### config.mk
export PLATFORM = sky130hd
export DESIGN_NAME = k_permutation_enumerator_core
export DESIGN_NICKNAME = d
export VERILOG_FILES = /design/src/rtl/kpe_pkg.sv /design/src/rtl/kpe_cfg_regs.sv /design/src/rtl/kpe_odometer.sv /design/src/rtl/k_permutation_enumerator_core.sv
export SDC_FILE = /design/constraint.sdc
export NUM_CORES = 1
export LEC_CHECK = 0
export BUFFER_PORTS_ARGS = -buffer_cell sky130_fd_sc_hd__clkbuf_2
export CAP_MARGIN = 10
export CORE_MARGIN = 4
export CORE_UTILIZATION = 61
export CTS_CLUSTER_DIAMETER = 60
export DETAILED_ROUTE_END_ITERATION = 10
export GPL_TIMING_DRIVEN = 0
export HOLD_SLACK_MARGIN = 0.08
export PLACE_DENSITY = 0.81
export SLEW_MARGIN = 10
export SYNTH_ARGS = -nofsm -noshare
export SYNTH_HDL_FRONTEND = slang
export SYNTH_HIERARCHICAL = 1
export SYNTH_SLANG_ARGS = --single-unit
export TNS_END_PERCENT = 20
### constraint.sdc
create_clock -name clk -period 8.8 [get_ports clk]
set_input_delay 0.88 -clock clk [delete_from_list [all_inputs] [get_ports clk]]
set_output_delay 0.88 -clock clk [all_outputs]
set_load 0.01 [all_outputs]
### src/rtl/kpe_pkg.sv
// Package for the k-permutation enumerator: widths, reset values, status and
// register codes, sequencer states and the structs passed between modules.
// No dependencies.
package kpe_pkg;

	localparam int MAX_LENGTH_DEF  = 8;
	localparam int MAX_SYMBOLS_DEF = 16;

	localparam int N_W         = 5;
	localparam int K_W         = 4;
	localparam int CFG_INDEX_W = 4;
	localparam int CFG_DATA_W  = 5;
	localparam int IN_DATA_W   = 8;
	localparam int ARR_W       = 32;
	localparam int NIB_W       = 4;

	localparam logic [N_W-1:0] SYMBOL_COUNT_RST     = 5'd4;
	localparam logic [K_W-1:0] SELECTION_LENGTH_RST = 4'd2;

	localparam logic [CFG_INDEX_W-1:0] CFG_SYMBOL_COUNT     = 4'd0;
	localparam logic [CFG_INDEX_W-1:0] CFG_SELECTION_LENGTH = 4'd1;

	typedef enum logic [1:0] {
		STATUS_OK         = 2'd0,
		STATUS_EXHAUSTED  = 2'd1,
		STATUS_BAD_CONFIG = 2'd2
	} status_t;

	typedef enum logic [2:0] {
		ST_IDLE,
		ST_LOAD,
		ST_TRY,
		ST_FILL,
		ST_DONE
	} state_t;

	typedef struct packed {
		logic [N_W-1:0] symbol_count;
		logic [K_W-1:0] selection_length;
	} cfg_t;

	typedef struct packed {
		logic    valid;
		status_t status;
	} done_t;

endpackage

### src/rtl/kpe_cfg_regs.sv
// Configuration registers of the enumerator: symbol count and selection length.
// Depends on kpe_pkg.
module kpe_cfg_regs
	import kpe_pkg::*;
(
	input  logic                   clk,
	input  logic                   arst_n,
	input  logic                   cfg_valid,
	output logic                   cfg_ready,
	input  logic [CFG_INDEX_W-1:0] cfg_index,
	input  logic [CFG_DATA_W-1:0]  cfg_data,
	output cfg_t                   cfg,
	output logic                   cfg_wr
);

	cfg_t cfg_q;
	logic xfer;

	assign cfg_ready = 1'b1;
	assign xfer      = cfg_valid && cfg_ready;
	assign cfg_wr    = xfer && ((cfg_index == CFG_SYMBOL_COUNT) ||
		(cfg_index == CFG_SELECTION_LENGTH));
	assign cfg       = cfg_q;

	always_ff @(posedge clk or negedge arst_n) begin
		if (!arst_n) begin
			cfg_q.symbol_count     <= SYMBOL_COUNT_RST;
			cfg_q.selection_length <= SELECTION_LENGTH_RST;
		end else if (xfer) begin
			unique case (cfg_index)
				CFG_SYMBOL_COUNT: begin
					cfg_q.symbol_count <= cfg_data[N_W-1:0];
				end
				CFG_SELECTION_LENGTH: begin
					cfg_q.selection_length <= cfg_data[K_W-1:0];
				end
				default: ;
			endcase
		end
	end

endmodule

### src/rtl/kpe_odometer.sv
// Sequencer and digit store: finds the next distinct tuple by testing one
// candidate symbol a cycle against a used-symbol mask. Depends on kpe_pkg.
module kpe_odometer
	import kpe_pkg::*;
#(
	parameter int MAX_LENGTH  = MAX_LENGTH_DEF,
	parameter int MAX_SYMBOLS = MAX_SYMBOLS_DEF,
	localparam int DW = $clog2(MAX_SYMBOLS)
)
(
	input  logic                           clk,
	input  logic                           arst_n,
	input  cfg_t                           cfg,
	input  logic                           cfg_wr,
	input  logic                           start,
	input  logic                           restart,
	output logic                           idle,
	output done_t                          done,
	output logic [MAX_LENGTH-1:0][DW-1:0]  digits
);

	localparam int PW = (MAX_LENGTH > 1) ? $clog2(MAX_LENGTH) : 1;
	localparam int VW = $clog2(MAX_SYMBOLS + 1);
	localparam int NS = 1 << DW;
	localparam int CW = (VW > N_W) ? VW : N_W;

	state_t                        state_q, state_d;
	logic [PW-1:0]                 pos_q;
	logic [VW-1:0]                 v_q;
	logic [NS-1:0]                 used_q;
	logic [MAX_LENGTH-1:0][DW-1:0] digits_q;
	logic                          started_q, exhausted_q;
	status_t                       status_q;

	logic          cfg_ok, at_last, at_first, v_ge_n, v_used;
	logic [DW-1:0] v_idx, cur_digit;

	assign cfg_ok = (cfg.selection_length != '0) &&
		(int'(cfg.selection_length) <= MAX_LENGTH) &&
		(cfg.selection_length <= cfg.symbol_count) &&
		(int'(cfg.symbol_count) <= MAX_SYMBOLS);
	assign at_last   = (K_W'(pos_q) == (cfg.selection_length - K_W'(1)));
	assign at_first  = (pos_q == '0);
	assign v_ge_n    = (CW'(v_q) >= CW'(cfg.symbol_count));
	assign v_idx     = v_q[DW-1:0];
	assign v_used    = used_q[v_idx];
	assign cur_digit = digits_q[pos_q];
	assign digits    = digits_q;

	always_ff @(posedge clk or negedge arst_n) begin
		if (!arst_n) begin
			state_q <= ST_IDLE;
		end else begin
			state_q <= state_d;
		end
	end

	always_comb begin
		state_d     = state_q;
		idle        = 1'b0;
		done.valid  = 1'b0;
		done.status = status_q;
		unique case (state_q)
			ST_IDLE: begin
				idle = 1'b1;
				if (start) begin
					if (!cfg_ok) begin
						state_d = ST_DONE;
					end else if (restart || !started_q) begin
						state_d = ST_FILL;
					end else if (exhausted_q) begin
						state_d = ST_DONE;
					end else begin
						state_d = ST_LOAD;
					end
				end
			end
			ST_LOAD: begin
				state_d = ST_TRY;
			end
			ST_TRY: begin
				if (v_ge_n) begin
					state_d = at_first ? ST_DONE : ST_LOAD;
				end else if (!v_used) begin
					state_d = at_last ? ST_DONE : ST_FILL;
				end
			end
			ST_FILL: begin
				if (!v_used && at_last) begin
					state_d = ST_DONE;
				end
			end
			ST_DONE: begin
				done.valid = 1'b1;
				state_d    = ST_IDLE;
			end
			default: begin
				state_d = ST_IDLE;
			end
		endcase
	end

	always_ff @(posedge clk or negedge arst_n) begin
		if (!arst_n) begin
			started_q   <= 1'b0;
			exhausted_q <= 1'b0;
		end else begin
			case (state_q)
				ST_IDLE: begin
					if (start) begin
						if (!cfg_ok) begin
							started_q   <= 1'b0;
							exhausted_q <= 1'b0;
						end else if (restart || !started_q) begin
							started_q   <= 1'b1;
							exhausted_q <= 1'b0;
						end
					end
				end
				ST_TRY: begin
					if (v_ge_n && at_first) begin
						exhausted_q <= 1'b1;
					end
				end
				default: ;
			endcase
			if (cfg_wr) begin
				started_q   <= 1'b0;
				exhausted_q <= 1'b0;
			end
		end
	end

	always_ff @(posedge clk) begin
		case (state_q)
			ST_IDLE: begin
				if (start) begin
					if (!cfg_ok) begin
						status_q <= STATUS_BAD_CONFIG;
					end else if (restart || !started_q) begin
						status_q <= STATUS_OK;
						pos_q    <= '0;
						v_q      <= '0;
						used_q   <= '0;
					end else if (exhausted_q) begin
						status_q <= STATUS_EXHAUSTED;
					end else begin
						status_q <= STATUS_OK;
						pos_q    <= PW'(cfg.selection_length - K_W'(1));
					end
				end
			end
			ST_LOAD: begin
				used_q[cur_digit] <= 1'b0;
				v_q               <= VW'(cur_digit) + VW'(1);
			end
			ST_TRY: begin
				if (v_ge_n) begin
					if (at_first) begin
						status_q <= STATUS_EXHAUSTED;
					end else begin
						pos_q <= pos_q - PW'(1);
					end
				end else if (!v_used) begin
					digits_q[pos_q] <= v_idx;
					used_q[v_idx]   <= 1'b1;
					if (!at_last) begin
						pos_q <= pos_q + PW'(1);
						v_q   <= '0;
					end
				end else begin
					v_q <= v_q + VW'(1);
				end
			end
			ST_FILL: begin
				v_q <= v_q + VW'(1);
				if (!v_used) begin
					digits_q[pos_q] <= v_idx;
					used_q[v_idx]   <= 1'b1;
					if (!at_last) begin
						pos_q <= pos_q + PW'(1);
					end
				end
			end
			default: ;
		endcase
	end

`ifndef NO_ASSERTIONS
	a_start_idle: assert property (@(posedge clk) disable iff (!arst_n)
		start |-> state_q == ST_IDLE)
		else $error("start outside idle");

	a_start_busy: assert property (@(posedge clk) disable iff (!arst_n)
		start |=> state_q != ST_IDLE)
		else $error("sequencer did not leave idle");

	a_mask_count: assert property (@(posedge clk) disable iff (!arst_n)
		(done.valid && done.status == STATUS_OK) |->
			$countones(used_q) == int'(cfg.selection_length))
		else $error("used mask does not hold k symbols");
`endif

endmodule

### src/rtl/k_permutation_enumerator_core.sv
// Top level of the k-permutation enumerator: configuration port, sequencer and
// registered result stage. Depends on kpe_pkg, kpe_cfg_regs and kpe_odometer.
//
// Each request gives the next ordered selection of k distinct symbols out of n
// in lexicographic order, or the first one on restart or when none has been
// given since reset or a configuration write. One item at a time: the
// sequencer tests one candidate symbol per cycle against a mask of the symbols
// in use. A restart fills the digits from the left. An advance reloads each
// digit visited from the right and tests candidate symbols there, then steps
// through the symbols while refilling the tail. Bad configuration and
// exhausted answers skip the search. The result sits in an output register,
// and the next request is taken once the sequencer is idle and that register
// is free or being drained.
module k_permutation_enumerator_core
	import kpe_pkg::*;
#(
	parameter int MAX_LENGTH  = MAX_LENGTH_DEF,
	parameter int MAX_SYMBOLS = MAX_SYMBOLS_DEF
)
(
	input  logic                   clk,
	input  logic                   arst_n,
	input  logic                   s_tvalid,
	output logic                   s_tready,
	input  logic [IN_DATA_W-1:0]   s_tdata,   // [0] restart
	output logic                   m_tvalid,
	input  logic                   m_tready,
	output logic [ARR_W-1:0]       m_tdata,   // [31:0] arrangement
	output logic                   m_tlast,   // final_one
	output logic [1:0]             m_tuser,   // [1:0] status
	input  logic                   cfg_valid,
	output logic                   cfg_ready,
	input  logic [CFG_INDEX_W-1:0] cfg_index,
	input  logic [CFG_DATA_W-1:0]  cfg_data
);

	localparam int DW = $clog2(MAX_SYMBOLS);

	cfg_t                          cfg;
	logic                          cfg_wr;
	logic                          odo_idle, start;
	done_t                         done;
	logic [MAX_LENGTH-1:0][DW-1:0] digits;
	logic [ARR_W-1:0]              packed_arr;
	logic                          last;

	logic             m_tvalid_q, m_tlast_q;
	logic [ARR_W-1:0] m_tdata_q;
	status_t          m_tuser_q;

	kpe_cfg_regs u_cfg (
		.clk       (clk),
		.arst_n    (arst_n),
		.cfg_valid (cfg_valid),
		.cfg_ready (cfg_ready),
		.cfg_index (cfg_index),
		.cfg_data  (cfg_data),
		.cfg       (cfg),
		.cfg_wr    (cfg_wr)
	);

	kpe_odometer #(
		.MAX_LENGTH  (MAX_LENGTH),
		.MAX_SYMBOLS (MAX_SYMBOLS)
	) u_odo (
		.clk     (clk),
		.arst_n  (arst_n),
		.cfg     (cfg),
		.cfg_wr  (cfg_wr),
		.start   (start),
		.restart (s_tdata[0]),
		.idle    (odo_idle),
		.done    (done),
		.digits  (digits)
	);

	assign s_tready = odo_idle && (!m_tvalid_q || m_tready);
	assign start    = s_tvalid && s_tready;

	// digit 0 ends up in the top used nibble
	always_comb begin
		packed_arr = '0;
		last       = 1'b1;
		for (int i = 0; i < MAX_LENGTH; i++) begin
			if (i < int'(cfg.selection_length)) begin
				packed_arr = {packed_arr[ARR_W-NIB_W-1:0], NIB_W'(digits[i])};
				if (int'(digits[i]) != int'(cfg.symbol_count) - 1 - i) begin
					last = 1'b0;
				end
			end
		end
	end

	always_ff @(posedge clk or negedge arst_n) begin
		if (!arst_n) begin
			m_tvalid_q <= 1'b0;
		end else if (done.valid) begin
			m_tvalid_q <= 1'b1;
		end else if (m_tready) begin
			m_tvalid_q <= 1'b0;
		end
	end

	always_ff @(posedge clk) begin
		if (done.valid) begin
			m_tdata_q <= (done.status == STATUS_OK) ? packed_arr : '0;
			m_tlast_q <= (done.status == STATUS_OK) && last;
			m_tuser_q <= done.status;
		end
	end

	assign m_tvalid = m_tvalid_q;
	assign m_tdata  = m_tdata_q;
	assign m_tlast  = m_tlast_q;
	assign m_tuser  = m_tuser_q;

`ifndef NO_ASSERTIONS
	a_out_free: assert property (@(posedge clk) disable iff (!arst_n)
		done.valid |-> !m_tvalid_q)
		else $error("result overwrote an untaken transfer");

	a_last_ok: assert property (@(posedge clk) disable iff (!arst_n)
		(m_tvalid_q && m_tlast_q) |-> m_tuser_q == STATUS_OK)
		else $error("final flag on a non-arrangement result");

	a_blank_on_error: assert property (@(posedge clk) disable iff (!arst_n)
		(m_tvalid_q && m_tuser_q != STATUS_OK) |-> m_tdata_q == '0)
		else $error("arrangement not cleared on error status");
`endif

endmodule
# After elaboration in Yosys (flattened, before gate mapping)
# Index checks and enable logic that the tools add are counted.
# op_classes
add_sub_neg	13
multipliers	0
div	0
magnitude_cmp	18
n_eq_ne	29
shift	0
n_mux	92
n_bitwise	3
reduce_logical	41
# ops
op	count
$mux W32	8
$ne A5 B32 Y1	6
$mux W16	5
$pmux W16 S4	1
$pmux W32 S2	1
$mux W3	17
$mux W1	34
$bwmux W32	1
$mux W5	6
$sub A6 B4 Y7 const B	4
$pmux W5 S4	1
$and A16 B16 Y16	1
$lt A3 B4 Y1 const A	4
$not A16 Y16	1
$or A16 B16 Y16	1
$ne A3 B3 Y1 const B	5
$sub A6 B3 Y7 const B	2
$bmux W4 S3	1
$demux W4 S3	1
$logic_and A1 B1 Y1	12
$mux W4	3
$pmux W3 S4	1
$lt A4 B5 Y1 const B	2
$mux W2	5
other kinds (46)	73
# word_totals
regBits	108
latchBits	0
ram_bits	0
mem_bits_ro	0
inputBits	22
word_cells	217
mem_count	0

# Depth between registers and ports, before layout
# logic_depth
word_depth	19
depth_mapped	16
depth_no_buf	12

# Cells and area by module
# The synthesis kept the hierarchy.
# modules_own_cells
mod	n_inst	cells_each	area_per_inst_um2	seq_area_each_um2
k_permutation_enumerator_core	1	489	3886.2	1076.0
kpe_odometer	1	336	3771.1	1866.8
kpe_cfg_regs	1	23	376.6	227.7

# Worst setup path before layout
# OpenSTA, ideal clock, no wires.
# synth_timing
path_kind	register to register
start	reg u_cfg.cfg_q, in the netlist u_cfg/cfg[4]
end	reg m_tlast_q, in the netlist m_tlast (data pin)
setup_time_ns	0.169
t_arrival_ns	3.444
required_time_ns	8.631
slack_ns	5.187
path_stages_with_launch	16
n_path_buf	5
period_less_slack_ns	3.613
path_cell_list	dfrtp_1 buf_2 buf_2 inv_1 ha_1 clkbuf_1 clkbuf_1 inv_1 ha_1 clkbuf_1 a21o_1 nor2_1 a22oi_1 a2111oi_0 o221ai_1 nor4b_2
# synth_via
elab_chain_cells	19
elab_cells_between_ends	33
cone_classes	add/sub: 8; eq/ne: 8; mux: 16; reduce/logical: 1
# synth_rtl
item	line_no	rtl
start: declaration	kpe_cfg_regs.sv:16	cfg_t cfg_q;
$sub A5 B1 Y6 (*)	k_permutation_enumerator_core.sv:87	if (int'(digits[i]) != int'(cfg.symbol_count) - 1 - i) begin
branches (longest 16 deep; another with $sub A6 B2 Y7)	--	
$mux W1 (*)	k_permutation_enumerator_core.sv:85	if (i < int'(cfg.selection_length)) begin
$logic_and A1 B1 Y1 (*)	k_permutation_enumerator_core.sv:107	m_tlast_q <= (done.status == STATUS_OK) && last;
end signal: assignment	k_permutation_enumerator_core.sv:107	
end: declaration	k_permutation_enumerator_core.sv:47	logic m_tvalid_q, m_tlast_q;
# Mark *: on every way between the ends.
# A chain may end at the register's enable or synchronous reset.

# Worst setup path in the final report
# Ends and elaborated chain as after synthesis.

==> results by stage <==
Yosys:
- Counting every net in the synthesized netlist gives 900.
- The share of the Yosys chip area taken by registers is 0.395.
- After synthesis, the share of flip-flops with an asynchronous set or reset is 0.139.
- The register bit total from synthesis is 108.
- Of the total synthesized cell area, the portion taken by XOR and XNOR cells is 0.0512.
- In this run, synthesis inferred 93 flip-flops with an integrated enable.
- The synthesis warning total is 6.
- The area fraction in compound gates after synthesis is 0.227.
- The multiplexer share of the synthesized area is 0.0514.
- The count of different cell masters after synthesis is 86.
- Of the total synthesized cell area, the portion taken by full adders, half adders and majority gates is 0.0467.
- By area, the combinational part of the netlist is dominated by compound AO/OA/AOI/OAI gates.
- In this run the cell area of the synthesized design comes to 8030 µm².
- Of the total synthesized cell area, the portion taken by AND, OR, NAND and NOR gates is 0.181.
- The per-instance average area after synthesis is 9.47 µm².
- The flip-flop cell with the highest count after synthesis is sky130_fd_sc_hd__edfxtp_1.
- Synthesis handed over a netlist of 848 instances.

Drt:
- Once detail routing completed, the nets flagged for antenna violations numbered 0.
- The sum of routed wire length over all layers is 25.6 mm.
- The via density per instance is 7.02.
- Summing over every cut layer, the via total after detailed routing is 7657.
- The first detailed-routing pass ran for 6 iterations.
- In the routed design, unresolved DRC markers number 0.
- The average wire per cell in the routed design is 23.5 µm.
- The number of DRC markers in iteration 0 is 1000.

Power:
- In this run the static leakage power is 3.14 nW.
- VDD sags by at most 0.126 mV.
- Power spread over the standard cell area amounts to 193 nW/µm².

Finish:
- The antenna diode count is 0.
- Summing all multi-input logic gate instances after layout gives 4490 µm².
- The area taken by flip-flops and latches is 3170 µm².
- Of the cells placed in the final design, the portion with a size suffix greater than 1 is 0.149.
- From synthesis to final layout, the design area changed by 10.1%.
- Fill cells in the final layout number 964.
- Leaving out fill and tap cells, the most frequent cells in the layout are sky130_fd_sc_hd__edfxtp_1, sky130_fd_sc_hd__a21oi_1, sky130_fd_sc_hd__nor2_1, sky130_fd_sc_hd__nand2_1, sky130_fd_sc_hd__clkbuf_2.
- Leaving out fill and tap cells, the most frequent cell in the layout is sky130_fd_sc_hd__edfxtp_1.
- For this run, the post-layout net count is 965.

Die:
- From bottom edge to top edge, the die measures 123 µm.
- The standard cell core area is 12800 µm².
- Measured along the x axis, the die boundary spans 123 µm.
- Pin placement for this block handled 60 I/O pins.
- The initial core utilization is 0.629.
- The floorplan step defined a die boundary enclosing 15100 µm².
- Row generation in the floorplan step produced 41 rows.

Place:
- In this run the tool buffered the top-level ports with 51 buffer cells.
- The routability congestion estimate from global placement is 1.01.
- The HPWL after detailed placement is 18.4 mm.

Clocking:
- The number of gates resized after CTS was 0.
- Clock latency on the worst-skew pair, taken at its later pin, is 0.36 ns.
- CTS placed an instance of sky130_fd_sc_hd__clkbuf_16 at the clock tree root.
- TritonCTS built the clock tree.
- The tree built by TritonCTS fans out to 108 sinks.
- The clock passes through at most 2 buffers.
- The total setup buffers inserted after CTS is 0.
- For this design, the CTS-stage hold fixing added 0 buffers.
- Buffers inserted during clock tree synthesis total 9.
- The clock transition at the registers of the reported paths is 0.08 ns.
- The number of levels in the clock H-tree is 3.

STA:
- In this run the tightest slew margin relative to its limit is 0.424.
- Counting I/O delays and the setup requirement, the final critical path takes 4.77 ns.
- Static timing analysis puts the maximum clock frequency at 210 MHz.
- The number of max-slew violations in the final report is 0.
- Setup repair after global routing left no endpoint under its margin.
- In the finished design, the share of the clock period the worst path needs comes to 0.542.
- The final number of hold-violating endpoints is 0.
- Across all hold checks on the routed design, the worst slack comes to 0.431 ns.
- The slew of the pin with the lowest slew margin is 0.864 ns.
- The final setup TNS is 0 ns.
- Between clock sinks in the finished design, the worst skew comes to 0.0120 ns.
- The final setup violation count is 0.

Critical path:
- Of all nets on the critical path, the largest fanout is 10.
- For the worst setup path, the data required time is 8.97 ns.
- The most critical setup path has its startpoint at u_cfg/cfg[4].
- By startpoint and endpoint, the worst setup path is classified as reg -> reg.
- Data arrives at the worst endpoint at 4.94 ns.
- The startpoint kind of the worst setup timing path is a flip-flop.
- The startpoint identified for the worst register-to-register timing path is u_cfg/cfg[4].
- STA classifies the critical path endpoint as a flip-flop.

GRT:
- The final global-route overflow total is 0.
- The global-route usage over all layers is 0.341.
- The number of global-route vias before repair came to 7050.
- Entering global routing, the biggest net connects 19 pins.
- The number of antenna violations at the first check in global routing is 0.
- The first global-routing pass estimated 39.0 mm of wire.

Run:
- The number of max-cap violations is 0.

Min path:
- The min-delay analysis places its worst path in the category in -> async.

Outcome:
- The flow ran to the end, and the final reports show no timing, DRC or antenna violations.
[per-layer routing]
metal  up-vias  share of wire  GRT usage
li1       3334              -          -
met1      3603           0.37      0.427
met2       597           0.46      0.556
met3       123           0.11     0.0719
met4         0          0.060      0.176
met5         -              0          0
[synthesized netlist by cell type, drive strengths merged, types with 12 or more instances]
| library cell | number | area share |
|---|---|---|
| inv | 25 | 0.012 |
| nand2 | 64 | 0.030 |
| nor3 | 21 | 0.014 |
| ha | 30 | 0.047 |
| edfxtp | 93 | 0.35 |
| a211oi | 12 | 0.012 |
| clkbuf | 41 | 0.019 |
| a21oi | 75 | 0.047 |
| o22ai | 12 | 0.0093 |
| buf | 24 | 0.017 |
| xnor2 | 24 | 0.027 |
| mux2 | 12 | 0.017 |
| a22oi | 15 | 0.015 |
| nor2 | 64 | 0.030 |
| nand2b | 12 | 0.0093 |
| o21ai | 53 | 0.033 |
| nand3 | 29 | 0.020 |
| dfrtp | 13 | 0.040 |
| xor2 | 20 | 0.024 |
| o211ai | 15 | 0.015 |
| nor2b | 18 | 0.014 |
[stage by stage]
stage / cell area [µm²] / setup slack [ns] / utilization / total power [mW] / std cells
after detailed placement: 8540 / 4.21 / 0.669 / 1.27 / 1074
after CTS: 8840 / 4.17 / 0.692 / 1.68 / 1090
after floorplan: 8030 / 5.19 / - / 1.11 / 848
after global placement: 8500 / 4.28 / 0.666 / 1.25 / 1071
after global routing: 8840 / 3.84 / 0.692 / 1.78 / 1090
final: 8840 / 4.03 / 0.692 / 1.70 / 1090
[where the power goes]
group	internal, mW	leakage [nW]	switching, mW
clock network	0.223	0.150	0.190
registers	0.565	1.04	0.0258
logic	0.251	1.95	0.448
[worst paths after layout]
check | endpoint | slack, ns | cells past startpoint
setup / recovery | m_tlast | 4.03 | 15
hold / removal | u_cfg/cfg[2] | 0.43 | 1
setup reg to reg | m_tlast | 4.03 | 15
hold reg to reg | m_tvalid | 0.56 | 2
max in group asynchronous | u_cfg/cfg[1] | 8.04 | 1
min in group clk | m_tvalid | 0.56 | 2
[kinds of logic after synthesis]
logic type,after synthesis
compound gates,274
simple gates,272
flops,108
buf+inv,90
xor+xnor,44
fa+ha+maj,30
mux,29
other cells,1
[registers in the layout, summed over array words and instances, names as in the netlist, 2 cells and up]
name,flops
m_tdata,32
m_tuser,2
u_cfg/cfg,9
u_odo/digits,32
u_odo/pos_q,3
u_odo/state_q,3
u_odo/status_q,2
u_odo/used_q,16
u_odo/v_q,5
[worst max-delay path, cell delays in order (launching register included)]
cell                        delay [ns]
sky130_fd_sc_hd__dfrtp_1          0.51
sky130_fd_sc_hd__buf_2            0.28
sky130_fd_sc_hd__buf_2            0.29
sky130_fd_sc_hd__inv_1            0.17
sky130_fd_sc_hd__ha_1             0.38
sky130_fd_sc_hd__clkbuf_1         0.29
sky130_fd_sc_hd__clkbuf_1         0.51
sky130_fd_sc_hd__inv_1            0.18
sky130_fd_sc_hd__ha_1             0.22
sky130_fd_sc_hd__clkbuf_1         0.23
sky130_fd_sc_hd__a21o_1           0.25
sky130_fd_sc_hd__nor2_1           0.09
sky130_fd_sc_hd__a22oi_1          0.07
sky130_fd_sc_hd__a2111oi_0        0.57
sky130_fd_sc_hd__o221ai_1         0.20
sky130_fd_sc_hd__nor4b_2          0.31
[final cells by class]
cell class,instances,area share
Tap cell,172,0.0243
Clock inverter,7,0.00877
Multi-Input combinational cell,650,0.508
Clock buffer,9,0.0255
Sequential cell,108,0.358
Inverter,25,0.0109
Timing Repair Buffer,54,0.0314
Buffer,65,0.0325
Note: power is estimated with default switching activity, not from simulation.
